File: src/rtl/core/pcec_pkg.sv
// shared types, constants and lookup functions for the png chunk envelope checker
package pcec_pkg;

    typedef struct packed {
        logic [7:0] data_byte;
        logic       last_byte;
    } t_in_item;

    typedef struct packed {
        logic        envelope_ok;
        logic [2:0]  fault_kind;
        logic [15:0] chunks_seen;
    } t_out_item;

    typedef struct packed {
        logic [15:0] max_chunks;
        logic        check_signature;
    } t_cfg;

    typedef enum logic [5:0] {
        PH_SIG  = 6'b000001,
        PH_LEN  = 6'b000010,
        PH_TYPE = 6'b000100,
        PH_DATA = 6'b001000,
        PH_CRC  = 6'b010000,
        PH_HALT = 6'b100000
    } t_phase;

    localparam logic [2:0] FAULT_NONE     = 3'd0;
    localparam logic [2:0] FAULT_SIG      = 3'd1;
    localparam logic [2:0] FAULT_TOO_MANY = 3'd2;
    localparam logic [2:0] FAULT_CRC      = 3'd3;
    localparam logic [2:0] FAULT_END      = 3'd4;
    localparam logic [2:0] FAULT_TRUNC    = 3'd5;

    localparam logic       CFG_MAX_CHUNKS = 1'b0;
    localparam logic       CFG_CHECK_SIG  = 1'b1;
    localparam int         CFG_DATA_W     = 16;

    localparam logic [15:0] MAX_CHUNKS_RST = 16'd1024;
    localparam logic [31:0] CRC_POLY       = 32'hEDB88320;
    localparam logic [31:0] CRC_ONES       = 32'hFFFFFFFF;
    localparam logic [2:0]  SIG_LAST_IDX   = 3'd7;
    localparam logic [2:0]  FIELD_LAST_IDX = 3'd3;

    // png file signature, byte by byte
    function automatic logic [7:0] sig_byte(input logic [2:0] idx);
        logic [7:0] v;
        case (idx)
            3'd0:    v = 8'd137;
            3'd1:    v = 8'd80;
            3'd2:    v = 8'd78;
            3'd3:    v = 8'd71;
            3'd4:    v = 8'd13;
            3'd5:    v = 8'd10;
            3'd6:    v = 8'd26;
            3'd7:    v = 8'd10;
            default: v = 8'd0;
        endcase
        return v;
    endfunction

    // chunk type of the end chunk, "IEND"
    function automatic logic [7:0] end_type_byte(input logic [1:0] idx);
        logic [7:0] v;
        case (idx)
            2'd0:    v = 8'd73;
            2'd1:    v = 8'd69;
            2'd2:    v = 8'd78;
            2'd3:    v = 8'd68;
            default: v = 8'd0;
        endcase
        return v;
    endfunction

endpackage

File: src/rtl/core/pcec_crc8.sv
// byte-wide reflected crc-32 update
module pcec_crc8 import pcec_pkg::*; (
    input  logic [31:0] i_crc,
    input  logic [7:0]  i_byte,
    output logic [31:0] o_crc
);

    always_comb begin
        logic [31:0] c;
        c = i_crc ^ {24'd0, i_byte};
        for (int k = 0; k < 8; k++) begin
            c = (c >> 1) ^ (CRC_POLY & {32{c[0]}});
        end
        o_crc = c;
    end

endmodule

File: src/rtl/core/pcec_parser.sv
// chunk parser state and per-byte update, with verdict generation
module pcec_parser import pcec_pkg::*; #(
    parameter int COUNT_BITS = 16
) (
    input  logic      i_clk,
    input  logic      i_rst_n,
    input  logic      i_step,
    input  t_in_item  i_item,
    input  t_cfg      i_cfg,
    output t_out_item o_result
);

    t_phase                r_phase,  n_phase;
    logic [2:0]            r_idx,    n_idx;
    logic [31:0]           r_len,    n_len;
    logic [31:0]           r_rem,    n_rem;
    logic [31:0]           r_crc,    n_crc;
    logic [31:0]           r_stored, n_stored;
    logic                  r_is_end, n_is_end;
    logic [COUNT_BITS-1:0] r_count,  n_count;
    logic [2:0]            r_fault,  n_fault;

    logic [31:0]     crc_upd;
    logic [COUNT_BITS:0] count_inc;
    logic            end_seen;
    logic [31:0]     count_wide;
    logic [7:0]      b;

    assign b = i_item.data_byte;

    pcec_crc8 u_crc (
        .i_crc  (r_crc),
        .i_byte (b),
        .o_crc  (crc_upd)
    );

    assign count_inc = {1'b0, r_count} + {{COUNT_BITS{1'b0}}, 1'b1};

    always_comb begin
        n_phase  = r_phase;
        n_idx    = r_idx;
        n_len    = r_len;
        n_rem    = r_rem;
        n_crc    = r_crc;
        n_stored = r_stored;
        n_is_end = r_is_end;
        n_count  = r_count;
        n_fault  = r_fault;
        end_seen = 1'b0;

        case (r_phase)
            PH_SIG: begin
                if (i_cfg.check_signature && (b != sig_byte(r_idx))) begin
                    n_fault = FAULT_SIG;
                end
                if (r_idx == SIG_LAST_IDX) begin
                    n_idx   = 3'd0;
                    n_phase = PH_LEN;
                end else begin
                    n_idx = r_idx + 3'd1;
                end
            end
            PH_LEN: begin
                n_len = {r_len[23:0], b};
                if (r_idx == FIELD_LAST_IDX) begin
                    n_idx    = 3'd0;
                    n_count  = count_inc[COUNT_BITS] ? r_count : count_inc[COUNT_BITS-1:0];
                    if (33'(count_inc) > 33'(i_cfg.max_chunks)) begin
                        n_fault = FAULT_TOO_MANY;
                    end
                    n_crc    = CRC_ONES;
                    n_rem    = {r_len[23:0], b};
                    n_is_end = 1'b1;
                    n_phase  = PH_TYPE;
                end else begin
                    n_idx = r_idx + 3'd1;
                end
            end
            PH_TYPE: begin
                n_crc    = crc_upd;
                n_is_end = r_is_end && (b == end_type_byte(r_idx[1:0]));
                if (r_idx == FIELD_LAST_IDX) begin
                    n_idx   = 3'd0;
                    n_phase = (r_rem != 32'd0) ? PH_DATA : PH_CRC;
                end else begin
                    n_idx = r_idx + 3'd1;
                end
            end
            PH_DATA: begin
                n_crc = crc_upd;
                n_rem = r_rem - 32'd1;
                if (n_rem == 32'd0) begin
                    n_phase = PH_CRC;
                end
            end
            PH_CRC: begin
                n_stored = {r_stored[23:0], b};
                if (r_idx == FIELD_LAST_IDX) begin
                    n_idx = 3'd0;
                    if ((r_crc ^ CRC_ONES) != n_stored) begin
                        n_fault = FAULT_CRC;
                    end else if (r_is_end) begin
                        if ((r_len != 32'd0) || !i_item.last_byte) begin
                            n_fault = FAULT_END;
                        end else begin
                            end_seen = 1'b1;
                        end
                    end else if (i_item.last_byte) begin
                        n_fault = FAULT_END;
                    end else begin
                        n_phase = PH_LEN;
                    end
                end else begin
                    n_idx = r_idx + 3'd1;
                end
            end
            PH_HALT: begin
            end
            default: begin
                n_phase = PH_HALT;
            end
        endcase

        if (n_fault != FAULT_NONE) begin
            n_phase = PH_HALT;
        end
    end

    // verdict from the state after this byte
    assign count_wide = 32'(n_count);

    always_comb begin
        o_result.envelope_ok = (n_fault == FAULT_NONE) && end_seen;
        o_result.fault_kind  = ((n_fault == FAULT_NONE) && !end_seen) ? FAULT_TRUNC : n_fault;
        o_result.chunks_seen = (count_wide > 32'h0000FFFF) ? 16'hFFFF : count_wide[15:0];
    end

    always_ff @(posedge i_clk) begin
        if (!i_rst_n || (i_step && i_item.last_byte)) begin
            r_phase  <= PH_SIG;
            r_idx    <= 3'd0;
            r_len    <= 32'd0;
            r_rem    <= 32'd0;
            r_crc    <= CRC_ONES;
            r_stored <= 32'd0;
            r_is_end <= 1'b0;
            r_count  <= '0;
            r_fault  <= FAULT_NONE;
        end else if (i_step) begin
            r_phase  <= n_phase;
            r_idx    <= n_idx;
            r_len    <= n_len;
            r_rem    <= n_rem;
            r_crc    <= n_crc;
            r_stored <= n_stored;
            r_is_end <= n_is_end;
            r_count  <= n_count;
            r_fault  <= n_fault;
        end
    end

endmodule

File: config.mk
export PLATFORM = sky130hd
export DESIGN_NAME = pcec_parser
export DESIGN_NICKNAME = d
export VERILOG_FILES = /design/src/rtl/core/pcec_pkg.sv /design/src/rtl/core/pcec_crc8.sv /design/src/rtl/core/pcec_parser.sv
export SDC_FILE = /design/constraint.sdc
export NUM_CORES = 1
export LEC_CHECK = 0
export ABC_AREA = 1
export BUFFER_PORTS_ARGS = -buffer_cell sky130_fd_sc_hd__buf_4
export CAP_MARGIN = 20
export CORE_AREA = 2 2 132 134
export CTS_CLUSTER_SIZE = 24
export DETAILED_ROUTE_END_ITERATION = 10
export DIE_AREA = 0 0 134 136
export GPL_TIMING_DRIVEN = 0
export PLACE_DENSITY_LB_ADDON = 0.12
export SLEW_MARGIN = 25
export SYNTH_ARGS = -nofsm -noshare
export SYNTH_HDL_FRONTEND = slang
export SYNTH_SLANG_ARGS = --single-unit
File: constraint.sdc
create_clock -name i_clk -period 8.9 [get_ports i_clk]
set_input_delay 1.335 -clock i_clk [delete_from_list [all_inputs] [get_ports i_clk]]
set_output_delay 1.335 -clock i_clk [all_outputs]
set_load 0.02 [all_outputs]
==> impl_results.md, run 1 <==
- Synth-to-layout area growth: 12.3%
- Antenna-violating nets left: 0
- Sum of negative setup slack: 0 ns
- Synthesized Nets: 1549
- Distinct cells, synth: 47
- Cts hold-fix bufs: 0
- Ys async rst share: 0
- H-Tree Depth: 4
- Synth Area in Simple Gates: 0.279
- Final period utilization: 0.623
- Crit Path Max Fanout: 7
- PnR worst setup slack: 3.36 ns
- Clock Skews: 0.0130 ns
- Ys flop type: dfxtp_1
- IO Pins: 49
- Pwr Density: 168 nW/um^2
- GRT overflow: 0
- Synth top area share: 0.316
- Critical Path RT: 7.57 ns
- Post-Route WL: 29.1 mm
- Die height: 136 microns
- Synth Area per Inst: 6.65 sq um
- Post-Syn Area: 9890 sq um
- Yosys warning count: 0
- Root buffer cell: clkbuf_16
- Die area: 18200 sq um
- Post-route DRC: 0
- Skew-Pair Late Insertion Delay: 0.43 ns
- Max Freq: 180 MHz
- Status: finished clean
- Pleak: 5.37 nW
- Total GRT Usage: 0.323
- Max-slew violations: 0
- Area contributors post-synth: dfxtp_1, nand2_1, nor2_1, o21ai_0, inv_1
- Vias per cell: 5.62
- CP Capture Type: primary output
- Placer Congestion: 0.981
- Global-route wire length before repair: 46.2 mm
- Largest family of logic cells by synthesized area: simple AND/OR/NAND/NOR gates
- Clock buffer depth: 2
- Endpoints failing hold: 0
- Clock sinks: 156
- Pre-CTS setup slack: 3.44 ns
- Core area: 16900 sq um
- EDFF count, synth: 0
- Synthesized flop and latch total: 156
- Finish-stage setup viols: 0
- Initial DRC Count: 761
- Max cap viols: 0
- # nets final: 1615
- Rows: 48
- Max rail drop VDD: 0.153 mV
- Vias post-DR: 10100
- Synth Area in XOR/XNOR: 0.0907
- Adder-cell share of the synthesized area: 0.0405
- Num CTS Buffers: 17
- Fraction of layout instances using a drive strength above 1: 0.0881
- HPWL after DPL: 22.3 mm
- Post-synth top area cell: dfxtp_1
- Antenna violations before repair: 0
- Post-synthesis sequential area ratio: 0.316
- Tmin final: 5.54 ns
- Worst slew margin: 0.319
- RSZ-0062 raised after global routing: no
- Setup CP Type: input pin to primary output
- Starting Density: 0.586
- # diodes: 0
- Compound-Gate Fraction of Synth Area: 0.183
- Wire per inst: 16.3 microns
- Number of detailed-route iterations in the first pass: 6
- Post-Syn Instances: 1488
- Tightest Pin Transition: 1.02 ns
- CTS resizes: 0
- Setup bufs post-CTS: 0
- Vias in the first global route: 9049
- Worst hold path type: flop to flop
- Buffers on Ports: 47
- CP Launch Type: input pin
- Clock-pin slew on the worst setup and hold paths: 0.06 ns
- Die Wd: 134 microns
- Mux contribution to synthesized area: 0
- Crit path DAT: 4.21 ns
- Pin count of the biggest net entering global routing: 17
- CTS tree: done
[routing by layer]
metal | vias to the layer above | share of wire | GRT usage
li1 | 5000 | - | -
met2 | 375 | 0.46 | 0.529
met4 | 0 | 0.043 | 0.155
met3 | 80 | 0.065 | 0.0447
met5 | - | 0 | 0
met1 | 4616 | 0.43 | 0.420
[where the power goes]
part | internal [mW] | switching (mW) | total [mW]
sequential | 0.723 | 0.0195 | 0.742
combinational | 0.140 | 0.258 | 0.398
clock | 0.403 | 0.327 | 0.730
[synth_stat cells, types with 6 or more instances]
library cell  number
a211oi_1          10
a21oi_1          109
a21oi_2            6
a221oi_1          15
clkbuf_1          47
dfxtp_1          156
ha_1              32
inv_1            173
nand2_1          283
nand2_2           10
nand3_1           59
nand4_1           25
nor2_1           218
nor3_1            12
nor4_1             7
o211ai_1          17
o21ai_0          136
or2_2             13
xnor2_1           25
xor2_1            65
[worst paths after layout]
kind / from / to / slack, ns / cells past startpoint
worst max-delay path: i_item[3] / o_result[19] / 3.36 / 16
worst min-delay path: r_stored[21] / r_stored[21] / 0.48 / 2
worst max register to register: r_count[0] / r_phase[5] / 5.11 / 28
worst min register to register: r_stored[21] / r_stored[21] / 0.48 / 2
[through the flow]
stage | cell area [sq um] | hold WS, ns | util | cells | power, mW
finish | 11100 | 0.479 | 0.658 | 1792 | 1.87
detailed placement | 10500 | 0.469 | 0.624 | 1760 | 1.15
global route | 11100 | 0.502 | 0.658 | 1792 | 1.95
global placement | 10500 | 0.461 | 0.624 | 1760 | 1.14
CTS | 11100 | 0.477 | 0.658 | 1792 | 1.87
floorplan | 9890 | 0.444 | - | 1488 | 1.04
[cells in the final DEF (no fill, tap or decap), types with 6 or more instances in the layout]
master	Yosys	final
clkbuf_16	0	17
a21oi_1	109	109
nand2_2	10	10
clkbuf_1	47	47
nor3_1	12	12
inv_1	173	173
nor4_1	7	7
buf_4	0	47
nand2_1	283	283
dfxtp_1	156	156
or2_2	13	13
ha_1	32	32
o211ai_1	17	17
a211oi_1	10	10
xnor2_1	25	25
o21ai_0	136	136
xor2_1	65	65
nand3_1	59	59
nor2_1	218	218
nand4_1	25	25
a21oi_2	6	6
a221oi_1	15	15
[critical path: stages]
cell and delay (ns):
buf_4 0.15, xor2_1 0.81, ha_1 0.33, nand3_1 0.09
nor2_1 0.10, nand2_1 0.07, nor2_2 0.14, nand2_1 0.11
nand2_2 0.11, o21ai_1 0.08, nor2_2 0.12, nand2_2 0.10
nor2_1 0.09, nand2_1 0.15, nor3_1 0.24, buf_4 0.19
[cell families (layout without fill, tap and decap cells)]
| kind of cell | after synthesis | after routing |
|---|---|---|
| adder cells (fa/ha/maj) | 32 | 32 |
| AND/OR/NAND/NOR | 648 | 648 |
| AO/OA/AOI/OAI | 320 | 320 |
| buffers and inverters | 236 | 315 |
| XOR/XNOR | 96 | 96 |
| flip-flops | 156 | 156 |
[registers in the layout, summed over array words and instances, names as in the netlist, named ones only]
signal,count
r_is_end,1
r_len,32
r_crc,32
r_count,16
r_rem,32
r_fault,3
r_idx,3
r_stored,24
r_phase,6
[cell type report]
class                   instances  area [sq um]
fillers                      1560          5770
well taps                     225           282
multi-input cells            1096          5860
clock inverters                14           145
inverters                     182           683
clock buffers                  18           439
flip-flops and latches        156          3120
repair buffers                 47           353
plain buffers                  54           219
Power figures use the tool's default switching activity.
==> inputs of run 2 (changes only) <==
- CORE_AREA: 2 2 132 134 -> 2 2 136 138
- DIE_AREA: 0 0 134 136 -> 0 0 138 140
- clock period: 8.9 -> 4.65 ns (I/O delays scaled with it)
==> impl_results.md, run 2 (synthesized netlist as in run 1, its figures left out) <==
- Status: finished clean
- Fill count: 1686 (+8.1%)
- Met1 GRT Util: 0.404 (-0.0160)
- R2R Setup Slk: 1.06 ns (-4.05 ns)
- IO Pins: 49 (unchanged)
- CTS tree: done
- Core area: 17800 sq um (+5.4%)
- Crit Path Max Fanout: 5 (-2)
- Vias per cell: 5.60 (-0.29%)
- Vias post-DR: 10100 (+0.27%)
- Reg2Reg Depth: 28 (unchanged)
- RSZ-0062 raised after global routing: yes
- Worst slew margin: 0.308 (-0.0113)
- Num CTS Buffers: 17 (unchanged)
- Max cap viols: 0 (unchanged)
- Sum of negative setup slack: 0 ns (unchanged)
- Setup CP Type: flop to primary output
- Rows: 49 (+2.1%)
- Total GRT Usage: 0.307 (-0.0154)
- Hold path cells: 2 (unchanged)
- Vias in the first global route: 9143 (+1.0%)
- H-Tree Depth: 4 (unchanged)
- Tightest Pin Transition: 1.03 ns (+0.0135 ns)
- Multi-input logic area: 5960 sq um (+1.6%)
- Worst hold path type: flop to flop
- Pleak: 5.41 nW (+0.82%)
- Register area: 3130 sq um (+0.32%)
- Root buffer cell: clkbuf_16
- Initial DRC Count: 802 (+5.4%)
- Most common cell after layout, fill and taps aside: nand2_1
- Skew-Pair Late Insertion Delay: 0.44 ns (about the same)
- Met2 usage: 0.513 (-0.0166)
- Clock buffer depth: 2 (unchanged)
- Pin count of the biggest net entering global routing: 17 (unchanged)
- Finish-stage setup viols: 0 (unchanged)
- Antenna-violating nets left: 0 (unchanged)
- Max Freq: 223 MHz
- Clock Skews: 0.0110 ns (-0.00196 ns)
- Clock sinks: 156 (unchanged)
- CP Capture Type: primary output
- Synth-to-layout area growth: 13.6%
- # nets final: 1621 (+0.37%)
- Worst R2R Start: r_count[0]
- Crit path DAT: 3.79 ns (-0.42 ns)
- GRT busiest layer: met2
- Commonest cells after routing, fill and taps aside: nand2_1, nor2_1, inv_1
- # diodes: 0 (unchanged)
- CP Launch Type: flop
- Hold endpoint: r_stored[19]
- Post-route DRC: 0 (unchanged)
- Wire per inst: 16.6 microns (+1.9%)
- GRT overflow: 0 (unchanged)
- Largest registers: r_crc x32, r_len x32, r_rem x32
- Die Wd: 138 microns (+3.0%)
- Max rail drop VDD: 0.243 mV (+59%)
- Global-route wire length before repair: 47.6 mm (+3.1%)
- Number of detailed-route iterations in the first pass: 6 (unchanged)
- Fraction of layout instances using a drive strength above 1: 0.106 (+0.0181)
- Clock-pin slew on the worst setup and hold paths: 0.06 ns (about the same)
- Die height: 140 microns (+2.9%)
- Endpoints failing hold: 0 (unchanged)
- Post-Route WL: 29.9 mm (+2.4%)
- Starting Density: 0.556 (-0.0298)
- Fin util: 0.632 (-0.0263)
- Pwr Density: 314 nW/um^2 (+87%)
- Worst Hold Launch: r_stored[19]
- Reg2reg end: r_phase[3]
- Critical Path RT: 3.95 ns (-3.62 ns)
- Buffers on Ports: 47 (unchanged)
- Met3 Use GR: 0.0424 (-0.00235)
- Final period utilization: 0.964
- Die area: 19300 sq um (+6.0%)
- HPWL after DPL: 22.5 mm (+1.2%)
- Placer Congestion: 0.971 (-0.96%)
- Antenna violations before repair: 0 (unchanged)
- Max-slew violations: 0 (unchanged)
- Tmin final: 4.48 ns
## run 2: cell types whose count changed in the layout (fill, tap and decap cells not counted), sizes merged
cell      change
clkinvlp      -1
bufinv        -1
clkbuf        +3
inv           -5
buf           +6
clkinv        +4
## run 2: critical path, stage by stage, from the launching register on
cell and delay (ns):
dfxtp_4 0.36, nand4_1 0.12, nor2_2 0.16, nand2_2 0.11, nor2_4 0.15, nand2_2 0.08, nor2_4 0.13, inv_2 0.06
nor3_4 0.18, inv_1 0.07, nor2_2 0.15, xor2_2 0.17, ha_1 0.26, inv_2 0.07, o21bai_1 0.08, a21oi_1 0.20
nand2_2 0.10, nand2_2 0.07, nand3_1 0.08, nand2_1 0.10, nand2_2 0.11, nor2_4 0.10, nand2_2 0.07, nor2_1 0.10
inv_1 0.07, nand3_2 0.07, buf_6 0.11
## run 2: how the worst max path moves through the flow
stage	start	to
global route	r_count[1]	o_result[16]
floorplan	r_count[2]	o_result[19]
CTS	r_count[3]	o_result[16]
global placement	r_count[0]	o_result[19]
detailed placement	r_count[0]	o_result[16]
finish	r_count[0]	o_result[16]
## run 2: power breakdown
part / switching [mW] / leakage (nW) / internal [mW] / total, mW
clock: 0.597 / 0.270 / 0.718 / 1.31
sequential: 0.0383 / 1.27 / 1.38 / 1.42
combinational: 0.509 / 3.88 / 0.287 / 0.796
total: 1.14 / 5.41 / 2.39 / 3.53
## run 2: through the flow
step	instances	total power, mW	area [sq um]	hold slack, ns	setup WS [ns]
after floorplan	1488	1.99	9890	0.444	0.841
after global placement	1764	2.18	10500	0.462	0.394
after detailed placement	1764	2.20	10500	0.472	0.380
after CTS	1797	3.49	11100	0.481	0.0178
after global routing	1802	3.68	11200	0.502	-0.0942
final	1802	3.53	11200	0.481	0.165
## run 2: per-layer routing
layer | wire, microns | vias to the layer above
li1 | - | 5017
met1 | 12800 | 4609
met2 | 14000 | 400
met3 | 1980 | 72
met4 | 1080 | 0
met5 | 0 | -
## run 2: repair_timing
item | in CTS | in global routing
gates resized for setup | 4 | 31
pin swaps | 1 | 13
setup buffers | 1 | 5
hold buffers | 0 | 0
setup endpoints to repair | 3 | 3
## run 2: cell type report
| cell class | instances | area share |
|---|---|---|
| sequential | 156 | 0.279 |
| buffer | 54 | 0.0195 |
| timing repair buffer | 53 | 0.0361 |
| inverter | 182 | 0.0608 |
| tap | 229 | 0.0255 |
| clock buffer | 21 | 0.0410 |
| multi-input combinational | 1096 | 0.531 |
| clock inverter | 11 | 0.00768 |
